### config.mk
export PLATFORM = sky130hd
export DESIGN_NAME = tlhs_fifo
export DESIGN_NICKNAME = d
export VERILOG_FILES = /design/src/hw/rtl/tlhs_pkg.sv /design/src/hw/rtl/tlhs_fifo.sv
export SDC_FILE = /design/constraint.sdc
export NUM_CORES = 1
export LEC_CHECK = 0
export ABC_CLOCK_PERIOD_IN_PS = 14900
export BUFFER_PORTS_ARGS = -buffer_cell sky130_fd_sc_hd__buf_4
export CAP_MARGIN = 5
export CORE_AREA = 5 5 115 117
export DETAILED_ROUTE_END_ITERATION = 7
export DIE_AREA = 0 0 120 122
export GPL_TIMING_DRIVEN = 1
export PLACE_DENSITY = 0.88
export SYNTH_ARGS = -nofsm -noshare
export SYNTH_HDL_FRONTEND = slang
export SYNTH_SLANG_ARGS = --single-unit
export TNS_END_PERCENT = 5
### constraint.sdc
create_clock -name clk_i -period 14.9 [get_ports clk_i]
set_input_delay 2.98 -clock clk_i [delete_from_list [all_inputs] [get_ports clk_i]]
set_output_delay 2.98 -clock clk_i [all_outputs]
set_load 0.03 [all_outputs]
### src/hw/rtl/tlhs_pkg.sv
// shared types and constants of the two-level histogram spread unit
`default_nettype none

package tlhs_pkg;

  // default geometry
  localparam int TOP_BINS_DEF   = 256;
  localparam int CHILD_BINS_DEF = 32;

  // field widths of one item
  localparam int FUNC_W      = 2;
  localparam int TOP_IDX_W   = 8;
  localparam int CHILD_IDX_W = 5;
  localparam int CNT_W       = 32;
  localparam int EXTRA_W     = 8;

  // operation codes carried in tuser
  localparam logic [FUNC_W-1:0] FUNC_READ   = 2'd0;
  localparam logic [FUNC_W-1:0] FUNC_SINGLE = 2'd1;
  localparam logic [FUNC_W-1:0] FUNC_EVEN   = 2'd2;

  // queue between front and back
  localparam int Q_DEPTH = 2;
  localparam int Q_PTR_W = (Q_DEPTH > 1) ? $clog2(Q_DEPTH) : 1;
  localparam int Q_CNT_W = $clog2(Q_DEPTH + 1);

  // what the back end has to do with one item
  typedef enum logic [1:0] {
    KIND_READ,
    KIND_SINGLE,
    KIND_EVEN,
    KIND_SKIP
  } kind_e;

  typedef struct packed {
    kind_e                  kind;
    logic                   child_ok;
    logic [TOP_IDX_W-1:0]   top_index;
    logic [CHILD_IDX_W-1:0] child_index;
    logic [CNT_W-1:0]       count;
    logic [CNT_W-1:0]       base;
    logic [EXTRA_W-1:0]     extra;
  } cmd_t;

endpackage

`default_nettype wire

### src/hw/rtl/tlhs_fifo.sv
// short command queue between front end and back end
`default_nettype none

module tlhs_fifo (
  input  wire logic           clk_i,
  input  wire logic           rst_ni,
  input  wire logic           push_valid_i,
  output logic                push_ready_o,
  input  tlhs_pkg::cmd_t      push_data_i,
  output logic                pop_valid_o,
  input  wire logic           pop_ready_i,
  output tlhs_pkg::cmd_t      pop_data_o
);

  tlhs_pkg::cmd_t                 entry_q [tlhs_pkg::Q_DEPTH];
  logic [tlhs_pkg::Q_PTR_W-1:0]   wr_ptr_q, wr_ptr_d;
  logic [tlhs_pkg::Q_PTR_W-1:0]   rd_ptr_q, rd_ptr_d;
  logic [tlhs_pkg::Q_CNT_W-1:0]   cnt_q, cnt_d;
  logic                           push;
  logic                           pop;

  assign push_ready_o = cnt_q != tlhs_pkg::Q_CNT_W'(tlhs_pkg::Q_DEPTH);
  assign pop_valid_o  = cnt_q != '0;
  assign push         = push_valid_i && push_ready_o;
  assign pop          = pop_valid_o && pop_ready_i;
  assign pop_data_o   = entry_q[rd_ptr_q];

  always_comb begin
    wr_ptr_d = wr_ptr_q;
    rd_ptr_d = rd_ptr_q;
    cnt_d    = cnt_q;
    if (push) begin
      wr_ptr_d = (wr_ptr_q == tlhs_pkg::Q_PTR_W'(tlhs_pkg::Q_DEPTH - 1)) ? '0
                                                                       : wr_ptr_q + 1'b1;
    end
    if (pop) begin
      rd_ptr_d = (rd_ptr_q == tlhs_pkg::Q_PTR_W'(tlhs_pkg::Q_DEPTH - 1)) ? '0
                                                                       : rd_ptr_q + 1'b1;
    end
    if (push && !pop) begin
      cnt_d = cnt_q + 1'b1;
    end else if (pop && !push) begin
      cnt_d = cnt_q - 1'b1;
    end
  end

  always_ff @(posedge clk_i or negedge rst_ni) begin
    if (!rst_ni) begin
      wr_ptr_q <= '0;
      rd_ptr_q <= '0;
      cnt_q    <= '0;
    end else begin
      wr_ptr_q <= wr_ptr_d;
      rd_ptr_q <= rd_ptr_d;
      cnt_q    <= cnt_d;
    end
  end

  always_ff @(posedge clk_i) begin
    if (push) begin
      entry_q[wr_ptr_q] <= push_data_i;
    end
  end

endmodule

`default_nettype wire

==> Implementation_results.wiki <==
{| class="wikitable"
! Metric !! Value
|-
| Cts-stage hold buffer count || 0
|-
| Fraction of synthesized cell area taken by the top area cell type || 0.804
|-
| Syn Inst Count || 292
|-
| Leak || 3.24 nW
|-
| Fraction of synthesized cell area in xor and xnor cells || 0.00666
|-
| Post-DP Area || 8080 µm²
|-
| Multiplexer share of the synthesized area || 0.156
|-
| Path type of the worst min-delay path || reg2reg
|-
| Chip Width || 120 µm
|-
| Max layer used || met4
|-
| Maximum clock insertion buffer count || 2
|-
| Crit Path Category || reg2out
|-
| Worst Tran Pin Value || 1.26 ns
|-
| Number of unique standard cell types used by synthesis || 15
|-
| Dominant combinational cell family by area after synthesis || multiplexers
|-
| Half-perimeter wire length after detailed placement || 7.96 mm
|-
| Number of endpoints failing setup at the final stage || 0
|-
| Count of nets after finishing || 576
|-
| Top achievable clock speed || 0.187 GHz
|-
| Core area || 12,300 µm²
|-
| Max-capacitance violation count || 0
|-
| DRT met1 WL || 4.38 mm
|-
| Post-synthesis cell type with the largest combined area || sky130_fd_sc_hd__edfxtp_1
|-
| TritonCTS clock tree || built
|-
| Die H || 122 µm
|-
| CTS H-Tree Depth || 4
|-
| Launching element type of the critical path || flop
|-
| Initial Util || 0.536
|-
| Die Outline Area || 14,600 µm²
|-
| Final Worst Setup Slack || 9.56 ns
|-
| Worst setup slack after placement || 9.65 ns
|-
| Number of optimization iterations in the first detailed-route pass || 4
|-
| Top-level port count || 182
|-
| Unrepaired setup endpoints after global routing || no
|-
| Number of antenna violations at the first check in global routing || 0
|-
| Final core occ || 0.702
|-
| Average size of a mapped cell || 22.5 µm²
|-
| Total power density per cell area || 213 nW/µm²
|-
| Final worst clock skew || 0.00465 ns
|-
| Final design instance area without fill || 8610 µm²
|-
| Share of post-route cells with drive strength above 1 || 0.601
|-
| Detailed-routed wire length on met3 || 952 µm
|-
| Setup TNS || 0 ns
|-
| Drt drc || 0
|-
| Per-cell routed wire length || 18.6 µm
|-
| Adder-Cell Fraction of Synth Area || 0.00190
|-
| Critical Path RT || 11.92 ns
|-
| GPL Wtd Cong || 0.701
|-
| Cell count of the worst hold path || 1
|-
| Count of nets left with antenna violations after detail routing || 0
|-
| Finished Layout Cells || 646
|-
| Crit share post-route || 0.358
|-
| Number of warnings reported in the yosys synthesis log || 0
|-
| CTS Buf Count || 17
|-
| Ranking of synthesized cells by area || sky130_fd_sc_hd__edfxtp_1 80%, sky130_fd_sc_hd__mux2_2 13%, sky130_fd_sc_hd__mux2_4 2.3%
|-
| Detailed route wirelength on metal2 || 6.50 mm
|-
| Clock Tree Root || sky130_fd_sc_hd__clkbuf_16
|-
| Count of port buffers added during placement || 181
|-
| Buffers inserted during post-CTS setup optimization || 0
|-
| Number of design-rule violations left by the first detailed-router iteration || 180
|-
| Worst Path Max Fanout || 89
|-
| Resize count post-CTS || 0
|-
| Depth of the worst register-to-register path || 4
|-
| Worst slew margin || 0.161
|-
| Run status || complete, no violations
|-
| Gr ovfl total || 0
|-
| Number of hold violations in the final report || 0
|-
| Crit. End Element || primary output
|-
| Synthesized-area fraction occupied by and/or/nand/nor cells || 0.00514
|-
| Insertion delay to the later sink of the worst-skew pair || 0.41 ns
|-
| Vias || 3,305
|-
| Register-to-register setup slack || 12.20 ns
|-
| Cell Rows || 41
|-
| Worst IR drop on VDD || 0.000224 V
|-
| Sequential element share of the synthesized area || 0.819
|-
| Total standard cell area after synthesis || 6580 µm²
|-
| Number of vias per cell after detailed routing || 5.12
|-
| Fraction of the mapped netlist area in compound gates || 0
|-
| Via count of the first global-routing pass || 3,531
|-
| Wire length after detailed routing || 12.0 mm
|-
| Clock transition time at the flip-flop clock pins of the worst setup and hold paths || 0.06 ns
|-
| Maximum number of pins on one net before global-route repair || 90
|-
| Slew Limit Fails || 0
|-
| Worst hold slack across all endpoints || 0.500 ns
|-
| Number of flip-flops and latches in the synthesized netlist || 180
|-
| Count of clock tree sinks || 180
|-
| Data arrival at the endpoint of the critical path || 2.36 ns
|-
| Layout overhead on the synthesized area || 30.9%
|-
| Number of cells after detailed placement || 614
|-
| Net count after synthesis || 385
|-
| Final worst path period need || 5.34 ns
|-
| # diodes || 0
|-
| GRT Resource Usage Total || 0.164
|-
| Power, Total || 1.83 mW
|-
| Global-route wire length before repair || 17.8 mm
|}
-- final timing paths --
kind,start,end
worst max-delay path,rd_ptr_q$_DFFE_PN0P_,pop_data_o[46]
worst min-delay path,cnt_q[1]$_DFFE_PN0P_,cnt_q[1]$_DFFE_PN0P_
worst max register to register,cnt_q[0]$_DFFE_PN0P_,entry_q[0][17]$_DFFE_PP_
worst min register to register,cnt_q[1]$_DFFE_PN0P_,cnt_q[1]$_DFFE_PN0P_
max in group asynchronous,rst_ni,rd_ptr_q$_DFFE_PN0P_
min in group asynchronous,rst_ni,rd_ptr_q$_DFFE_PN0P_
-- cells by family after synthesis --
kind of cell / count (synthesis)
XOR/XNOR: 5
AND/OR/NAND/NOR: 7
adder cells (fa/ha/maj): 1
multiplexers: 88
buffers and inverters: 11
flip-flops: 180
-- worst max-delay path: stages (launching register included) --
cell	delay [ns]
sky130_fd_sc_hd__dfrtp_4	1.21
sky130_fd_sc_hd__mux2_2	0.44
sky130_fd_sc_hd__buf_4	0.17
-- sequential cells by signal, summed over array words and instances (netlist names) --
signal / flops
cnt_q: 2
entry_q: 176
rd_ptr_q: 1
wr_ptr_q: 1
-- cells in the mapped netlist --
master                     instances
sky130_fd_sc_hd__and3_1            1
sky130_fd_sc_hd__buf_2             7
sky130_fd_sc_hd__buf_6             3
sky130_fd_sc_hd__dfrtp_1           4
sky130_fd_sc_hd__edfxtp_1        176
sky130_fd_sc_hd__ha_1              1
sky130_fd_sc_hd__inv_1             1
sky130_fd_sc_hd__mux2_2           78
sky130_fd_sc_hd__mux2_4           10
sky130_fd_sc_hd__nand2_1           2
sky130_fd_sc_hd__nand2b_1          1
sky130_fd_sc_hd__nor2_1            2
sky130_fd_sc_hd__or2_2             1
sky130_fd_sc_hd__xnor2_1           3
sky130_fd_sc_hd__xor2_1            2
-- power breakdown --
group	switching [mW]	internal [mW]
combinational	0.383	0.284
clock	0.169	0.227
sequential	0.0759	0.695
-- layout make-up --
| type | count | area (µm²) |
|---|---|---|
| sequential | 180 | 5390 |
| fill | 759 | 3650 |
| timing repair buffer | 182 | 1370 |
| multi-input combinational | 101 | 1130 |
| clock buffer | 21 | 440 |
| tap | 150 | 188 |
| clock inverter | 11 | 87.6 |
| inverter | 1 | 3.75 |
-- routing by layer --
layer / vias up / GRT usage
li1: 1532 / -
met1: 1637 / 0.180
met2: 121 / 0.290
met3: 15 / 0.0594
met4: 0 / 0.0644
met5: - / 0
-- cells in the final DEF (no fill, tap or decap) --
| master | n |
|---|---|
| sky130_fd_sc_hd__or2_2 | 1 |
| sky130_fd_sc_hd__clkinv_1 | 4 |
| sky130_fd_sc_hd__clkinv_2 | 2 |
| sky130_fd_sc_hd__mux2_4 | 10 |
| sky130_fd_sc_hd__clkinvlp_4 | 2 |
| sky130_fd_sc_hd__edfxtp_1 | 176 |
| sky130_fd_sc_hd__inv_1 | 1 |
| sky130_fd_sc_hd__dfrtp_1 | 3 |
| sky130_fd_sc_hd__nand2b_1 | 1 |
| sky130_fd_sc_hd__clkbuf_16 | 17 |
| sky130_fd_sc_hd__xor2_1 | 2 |
| sky130_fd_sc_hd__xnor2_1 | 3 |
| sky130_fd_sc_hd__clkinv_4 | 2 |
| sky130_fd_sc_hd__ha_1 | 1 |
| sky130_fd_sc_hd__bufinv_16 | 1 |
| sky130_fd_sc_hd__and3_4 | 1 |
| sky130_fd_sc_hd__nor2_1 | 1 |
| sky130_fd_sc_hd__clkbuf_1 | 4 |
| sky130_fd_sc_hd__nand2_1 | 2 |
| sky130_fd_sc_hd__mux2_2 | 78 |
| sky130_fd_sc_hd__nor2_4 | 1 |
| sky130_fd_sc_hd__buf_4 | 182 |
| sky130_fd_sc_hd__dfrtp_4 | 1 |
Power figures use the tool's default switching activity.
