## src/hw/rtl/tlhs_pkg.sv

```systemverilog
// shared types and constants of the two-level histogram spread unit
`default_nettype none

package tlhs_pkg;

  // default geometry
  localparam int TOP_BINS_DEF   = 256;
  localparam int CHILD_BINS_DEF = 32;

  // field widths of one item
  localparam int FUNC_W      = 2;
  localparam int TOP_IDX_W   = 8;
  localparam int CHILD_IDX_W = 5;
  localparam int CNT_W       = 32;
  localparam int EXTRA_W     = 8;

  // operation codes carried in tuser
  localparam logic [FUNC_W-1:0] FUNC_READ   = 2'd0;
  localparam logic [FUNC_W-1:0] FUNC_SINGLE = 2'd1;
  localparam logic [FUNC_W-1:0] FUNC_EVEN   = 2'd2;

  // queue between front and back
  localparam int Q_DEPTH = 2;
  localparam int Q_PTR_W = (Q_DEPTH > 1) ? $clog2(Q_DEPTH) : 1;
  localparam int Q_CNT_W = $clog2(Q_DEPTH + 1);

  // what the back end has to do with one item
  typedef enum logic [1:0] {
    KIND_READ,
    KIND_SINGLE,
    KIND_EVEN,
    KIND_SKIP
  } kind_e;

  typedef struct packed {
    kind_e                  kind;
    logic                   child_ok;
    logic [TOP_IDX_W-1:0]   top_index;
    logic [CHILD_IDX_W-1:0] child_index;
    logic [CNT_W-1:0]       count;
    logic [CNT_W-1:0]       base;
    logic [EXTRA_W-1:0]     extra;
  } cmd_t;

endpackage

`default_nettype wire

```

## src/hw/rtl/tlhs_front.sv

```systemverilog
// front end: takes items, classifies them and splits the count for an even spread
`default_nettype none

module tlhs_front #(
  parameter int TOP_BINS   = tlhs_pkg::TOP_BINS_DEF,
  parameter int CHILD_BINS = tlhs_pkg::CHILD_BINS_DEF
) (
  input  wire logic                                 clk_i,
  input  wire logic                                 rst_ni,
  input  wire logic                                 en_i,
  input  wire logic                                 in_valid_i,
  output logic                                      in_ready_o,
  input  wire logic [tlhs_pkg::FUNC_W-1:0]          func_i,
  input  wire logic [tlhs_pkg::TOP_IDX_W-1:0]       top_index_i,
  input  wire logic [tlhs_pkg::CHILD_IDX_W-1:0]     child_index_i,
  input  wire logic [tlhs_pkg::CNT_W-1:0]           count_i,
  output logic                                      push_valid_o,
  input  wire logic                                 push_ready_i,
  output tlhs_pkg::cmd_t                            push_data_o
);

  // count / CHILD_BINS as a multiply by a rounded-up reciprocal
  localparam int          Shift  = tlhs_pkg::CNT_W + $clog2(CHILD_BINS);
  localparam logic [64:0] Pow    = 65'd1 << Shift;
  localparam logic [64:0] Mult   = (Pow + 65'(CHILD_BINS) - 65'd1) / 65'(CHILD_BINS);
  localparam logic [32:0] MultLo = Mult[32:0];

  logic                               s1_valid_q, s1_valid_d;
  tlhs_pkg::kind_e                    kind_q, kind_d;
  logic                               child_ok_q, child_ok_d;
  logic [tlhs_pkg::TOP_IDX_W-1:0]     top_q;
  logic [tlhs_pkg::CHILD_IDX_W-1:0]   child_q;
  logic [tlhs_pkg::CNT_W-1:0]         count_q;
  logic [64:0]                        prod_q, prod_d;
  logic                               accept;
  logic                               push;
  logic [tlhs_pkg::CNT_W-1:0]         base;
  logic [tlhs_pkg::CNT_W-1:0]         rem_full;

  assign in_ready_o = en_i && (!s1_valid_q || push_ready_i);
  assign accept     = in_valid_i && in_ready_o;
  assign push       = s1_valid_q && push_ready_i;

  always_comb begin
    if (32'(top_index_i) >= 32'(TOP_BINS)) begin
      kind_d = tlhs_pkg::KIND_SKIP;
    end else begin
      unique case (func_i)
        tlhs_pkg::FUNC_SINGLE: kind_d = tlhs_pkg::KIND_SINGLE;
        tlhs_pkg::FUNC_EVEN:   kind_d = tlhs_pkg::KIND_EVEN;
        default:               kind_d = tlhs_pkg::KIND_READ;
      endcase
    end
    child_ok_d = 32'(child_index_i) < 32'(CHILD_BINS);
    prod_d     = 65'(count_i) * 65'(MultLo);
    s1_valid_d = accept ? 1'b1 : (push ? 1'b0 : s1_valid_q);
  end

  always_ff @(posedge clk_i or negedge rst_ni) begin
    if (!rst_ni) begin
      s1_valid_q <= 1'b0;
    end else begin
      s1_valid_q <= s1_valid_d;
    end
  end

  always_ff @(posedge clk_i) begin
    if (accept) begin
      kind_q     <= kind_d;
      child_ok_q <= child_ok_d;
      top_q      <= top_index_i;
      child_q    <= child_index_i;
      count_q    <= count_i;
      prod_q     <= prod_d;
    end
  end

  // remainder is below CHILD_BINS, so the low bits are exact
  assign base     = 32'(prod_q >> Shift);
  assign rem_full = count_q - base * 32'(CHILD_BINS);

  assign push_valid_o            = s1_valid_q;
  assign push_data_o.kind        = kind_q;
  assign push_data_o.child_ok    = child_ok_q;
  assign push_data_o.top_index   = top_q;
  assign push_data_o.child_index = child_q;
  assign push_data_o.count       = count_q;
  assign push_data_o.base        = base;
  assign push_data_o.extra       = rem_full[tlhs_pkg::EXTRA_W-1:0];

endmodule

`default_nettype wire

```

## config.mk

```make
export PLATFORM = sky130hd
export DESIGN_NAME = tlhs_front
export DESIGN_NICKNAME = d
export VERILOG_FILES = /design/src/hw/rtl/tlhs_pkg.sv /design/src/hw/rtl/tlhs_front.sv
export SDC_FILE = /design/constraint.sdc
export NUM_CORES = 1
export LEC_CHECK = 0
export BUFFER_PORTS_ARGS = -buffer_cell sky130_fd_sc_hd__buf_4
export CAP_MARGIN = 0
export CORE_MARGIN = 4
export CORE_UTILIZATION = 42
export DETAILED_ROUTE_END_ITERATION = 8
export PLACE_DENSITY = 0.85
export SYNTH_ARGS = -nofsm -noshare
export SYNTH_HDL_FRONTEND = slang
export SYNTH_SLANG_ARGS = --single-unit
export TNS_END_PERCENT = 5
```

## constraint.sdc

```tcl
create_clock -name clk_i -period 4.1 [get_ports clk_i]
set_input_delay 0.41 -clock clk_i [delete_from_list [all_inputs] [get_ports clk_i]]
set_output_delay 0.41 -clock clk_i [all_outputs]
set_load 0.005 [all_outputs]
```

==> run metrics, run 1 <==
status=complete, no violations; Final setup viols=0; Crit. End Element=flip-flop; diodes inserted=0; first-pass GRT wire length=5.299 mm; Post-Synth Adder-Cell Area=0; mux share of post-synthesis cell area=0; worst-margin pin slew=1223 ps; top cells by area, synth=edfxtp_1 (78%), buf_4 (17%), dfrtp_1 (1.4%); Compound-Gate Fraction of Synth Area=0; Leakage=1.207 nW; NumNets Final=256; placed cells=246; Reg clk slew, reported paths=90 ps; power per cell area=373.8 nW/um^2; final cell count without fillers=255; largest family of logic cells by synthesized area=buffers and inverters; Tcrit/Tclk final=0.4577; Final Skew=4.622 ps; post-detailed-route DRC marker count=0; clock latency on the worst-skew pair=290 ps; syn_area_per_cell=18.45 sq um; min cycle time layout=1876 ps; CP cell instances=nand2b_4, nor2b_4; Max Root-Sink Buffers=2; Num CTS Buffers=5; max cap viols=0; Hold Vio Cnt, Final=0; WP data arrival=1780 ps; total power=0.001008 W; Via Count=1073; CTS tree=done; Syn Inst Count=98; Synth cell types=9; RSZ-0062 raised after global routing=false; GPL Wtd Cong=0.6192; netlist area before placement=1808 sq um; critical path's slowest cell=nor2b_4; post-route ant nets=0; Setup Crit Path Kind=reg2reg; largest area contributor in the netlist=edfxtp_1; commonest cells after routing, fill and taps aside=buf_4 (132), edfxtp_1 (47), conb_1 (9), clkbuf_8 (5); crit path max fanout=47; Max Slew Vio Count=0; VDD IR max=0.0002336 V; pin count of the biggest net entering global routing=48; H-tree levels=2; Hold WC Path Type=in2reg; commonest non-fill, non-tap cell in the layout=buf_4; share of layout cells above drive strength 1=0.6927; vias in the first global route=1081; Post-DP HPWL=3.193 mm; PortBufs=132; Synth Register Bits=48; Die X=73.61 um; CP max stage delay=970 ps; Synth Area in XOR/XNOR=0; reg2reg setup slack=2220 ps; detailed router's first-iteration violation count=58; simple-gate area share of the yosys netlist=0.03114; Yosys warning count=0; post-synthesis sequential area ratio=0.7945; Clock Sinks=48; Worst Path Required=4010 ps; TNS Setup=0 ps; GRT Total Usage=0.1349; Area Growth Syn to Fin=49.20%; row count=23; register area=1436 sq um; fmax=0.5329 GHz; initial antenna violation count=0; Vias/cell=4.208; drt wl/cell=15.32 um; core box area=4086 sq um; root buf cell=clkbuf_8; Worst setup SP type=flip-flop; cell family with the largest share of critical-path delay=simple AND/OR/NAND/NOR gates; area of the multi-input gates=90.09 sq um; die height=73.61 um; Initial Utilization=0.4424; slew margin rel.=0.1831; global route overflow=0; WP buf/inv=0; Yosys top cell area share=0.7806; Fill cells=307; I/O pin cnt=142; total die area=5418 sq um; Total Wirelength=3.906 mm; DRT Pass-1 Iters=4
[final cells by class]
type                    count  share of cell area
well taps                  50             0.02319
flip-flops and latches     48              0.5325
repair buffers            133              0.3711
clock buffers               6             0.02690
clock inverters             2             0.01299
multi-input cells          16             0.03340
[Yosys cell counts (all sizes together)]
master,number
and2,1
buf,41
conb,2
dfrtp,1
edfxtp,47
nand2,2
nand2b,1
nor2b,3
[state kept, by name, indices dropped and copies added (netlist names)]
signal and flops:
child_q 5, count_q 32, kind_q 2, push_valid_o 1, top_q 8
[report_power, final]
group	internal, W	leakage (nW)	switching [W]	total, W
combinational	0.0000706	0.701	0.0000369	0.000108
sequential	0.000565	0.450	0.00000913	0.000574
clock	0.000181	0.0552	0.000146	0.000327
[logic make-up after synthesis]
family,Yosys count
buf+inv,41
flops,48
other cells,2
simple gates,7
[routing by layer]
metal / part of all wire / global-route usage
met2: 0.52 / 0.2431
met3: 0.17 / 0.08345
met4: 0.011 / 0.03421
met1: 0.29 / 0.1267
met5: 0 / 0
[repair_timing]
| item | 4_1_cts | 5_1_grt |
|---|---|---|
| endpoints found under the hold margin | 1 | 0 |
| hold buffers | 1 | 0 |
| gates resized for setup | 0 | 0 |
| setup buffers | 0 | 0 |
[path summary, 6_finish.rpt]
check,startpoint,endpoint,cells past startpoint
min reg2reg,push_valid_o,push_valid_o,2
min in group asynchronous,rst_ni,push_valid_o,2
max in group asynchronous,rst_ni,push_valid_o,2
max reg2reg,push_valid_o,count_q[17],2
max,push_valid_o,count_q[17],2
min,count_i[1],count_q[1],1
[metrics by stage]
stage	utilization	setup WS, ps	hold WS [ps]	instance area [sq um]
after floorplan	-	2423	114.4	1834
after global placement	0.6314	2108	185.6	2580
after detailed placement	0.6314	2067	188.8	2580
after CTS	0.6601	2181	272.7	2698
after global routing	0.6601	2090	262.4	2698
final	0.6601	2224	285.4	2698
No activity file was read; power rests on OpenSTA's default activity.
==> run 2, diff against run 1 <==
--- a/config.mk
+++ b/config.mk
@@ -8,9 +8,9 @@
 export BUFFER_PORTS_ARGS = -buffer_cell sky130_fd_sc_hd__buf_4
 export CAP_MARGIN = 0
 export CORE_MARGIN = 4
-export CORE_UTILIZATION = 42
+export CORE_UTILIZATION = 39
 export DETAILED_ROUTE_END_ITERATION = 8
-export PLACE_DENSITY = 0.85
+export PLACE_DENSITY = 0.79
 export SYNTH_ARGS = -nofsm -noshare
 export SYNTH_HDL_FRONTEND = slang
 export SYNTH_SLANG_ARGS = --single-unit
==> constraint.sdc (replaced) <==
create_clock -name clk_i -period 1.9 [get_ports clk_i]
set_input_delay 0.19 -clock clk_i [delete_from_list [all_inputs] [get_ports clk_i]]
set_output_delay 0.19 -clock clk_i [all_outputs]
set_load 0.005 [all_outputs]
==> run 2 against run 1 <==
Effect of this change:
- worst hold slack worse by 210 ps
- die area is 6.8% higher
- critical endpoint is now child_q[2]
- critical path type unchanged
- maximum frequency is 48% higher
- cell area is 0.28% lower
- critical path depth is 1 higher
- clock-buffer cell count is 1 lower
- sequential power is 120% higher
- global-route usage is 1.2 points lower
- clock power is 70% higher
==> run metrics, run 2 (synthesized netlist as in run 1, its figures left out) <==
status=complete, no violations; Crit. End Element=flip-flop; H-tree levels=2; Num CTS Buffers=5; die height=76.09 um; Setup Crit Path Kind=reg2reg; Hold Vio Cnt, Final=0; WP buf/inv=1; Final setup viols=0; min cycle time layout=1271 ps; Final Skew=7.560 ps; row count=24; total die area=5789 sq um; core box area=4414 sq um; Leakage=1.207 nW; Post CTS Setup Buffer Count=0; NumNets Final=258; I/O pin cnt=142; Clock Sinks=48; Reg clk slew, reported paths=80 ps; fmax=0.7868 GHz; final worst slack=629.1 ps; clock latency on the worst-skew pair=290 ps; Die X=76.09 um; GPL Wtd Cong=0.6175; CP cell instances=nand2b_4, nor2b_4, buf_4; commonest non-fill, non-tap cell in the layout=buf_4; crit path launch=push_valid_o; crit path max fanout=25; pin count of the biggest net entering global routing=26; GRT Total Usage=0.1233; Fill cells=338; Worst Path Required=1860 ps; VDD IR max=0.0004344 V; min-delay src=top_index_i[0]; first-pass GRT wire length=5.685 mm; max cap viols=0; post-detailed-route DRC marker count=0; initial antenna violation count=0; commonest cells after routing, fill and taps aside=buf_4 (134), edfxtp_1 (47), conb_1 (9), clkbuf_8 (5); CP max stage delay=410 ps; Initial Utilization=0.4096; share of layout cells above drive strength 1=0.6957; vias in the first global route=1157; power per cell area=752.9 nW/um^2; root buf cell=clkbuf_8; WP data arrival=1230 ps; Worst setup SP type=flip-flop; register area=1436 sq um; PortBufs=132; global route overflow=0; Max Slew Vio Count=0; area of the multi-input gates=90.09 sq um; Reg with most FFs=count_q; diodes inserted=0; max FFs per register=32; RSZ-0062 raised after global routing=false; top flop regs=count_q x32, top_q x8, child_q x5; post-cts resize count=0; drt wl/cell=14.12 um; Max Root-Sink Buffers=2; Total Wirelength=3.658 mm; detailed router's first-iteration violation count=25; Post-DP HPWL=3.059 mm; RR Startpoint=push_valid_o; Tcrit/Tclk final=0.6689; CTS tree=done; Vias/cell=4.124; pre-CTS setup slack=633.2 ps; critical path's slowest cell=dfrtp_1; cell family with the largest share of critical-path delay=flip-flops; Hold WC Path Type=in2reg; post-route ant nets=0; Via Count=1068; TNS Setup=0 ps; DRT Pass-1 Iters=3; Area Growth Syn to Fin=48.79%
-- run 2: cell count changes in the layout (fill, tap and decap cells not counted) --
cell       before  now
bufinv_16       1    0
clkbuf_1        1    0
clkinv_1        0    1
clkinv_2        1    2
buf_4         132  134
-- run 2: path summary, 6_finish.rpt --
kind                            slack, ps  cells past startpoint      endpoint
worst max-delay path                  630                      3    child_q[2]
worst min-delay path                   70                      1      top_q[0]
worst max register to register        630                      3    child_q[2]
worst min register to register        550                      2  push_valid_o
max in group asynchronous            1620                      2  push_valid_o
min in group asynchronous             200                      2  push_valid_o
-- run 2: what timing repair did --
item | CTS | global route
hold buffers | 1 | 0
endpoints found under the hold margin | 1 | 0
setup endpoints to repair | 0 | 0
-- run 2: per-layer routing --
layer  global-route usage  vias up  wire length (um)
li1                     -      504                 -
met1               0.1166      477              1090
met2               0.2166       85              1944
met3              0.08629        2               608
met4              0.02622        0                13
met5                    0        -                 0
-- run 2: through the flow --
step           hold WS, ps  utilization  instances  cell area, sq um  power (W)
3_5_place_dp        -33.19       0.5884        250              2597   0.001499
5_1_grt              50.48       0.6094        259              2690   0.002130
2_1_floorplan       -105.6            -        105              1834   0.001349
6_report             71.23       0.6094        259              2690   0.002025
3_3_place_gp        -34.17       0.5884        250              2597   0.001491
4_1_cts              58.81       0.6094        259              2690   0.002056
-- run 2: report_power, final --
part           internal, W  total, W  switching (W)  leakage, nW
Combinational     0.000155  0.000234      0.0000788        0.712
Clock             0.000250  0.000555       0.000305       0.0453
Sequential         0.00122   0.00124      0.0000194        0.450
Total              0.00162   0.00203       0.000403         1.21
-- run 2: layout make-up --
class / count / area share
tap: 52 / 0.02419
multi-input combinational: 16 / 0.03349
sequential: 48 / 0.5340
timing repair buffer: 135 / 0.3777
clock inverter: 3 / 0.005116
clock buffer: 5 / 0.02558
-- run 2: worst reg2reg max path, stage by stage, from the launching register on --
cell and delay [ps]:
dfrtp_1 410, nand2b_4 80, nor2b_4 140, buf_4 300
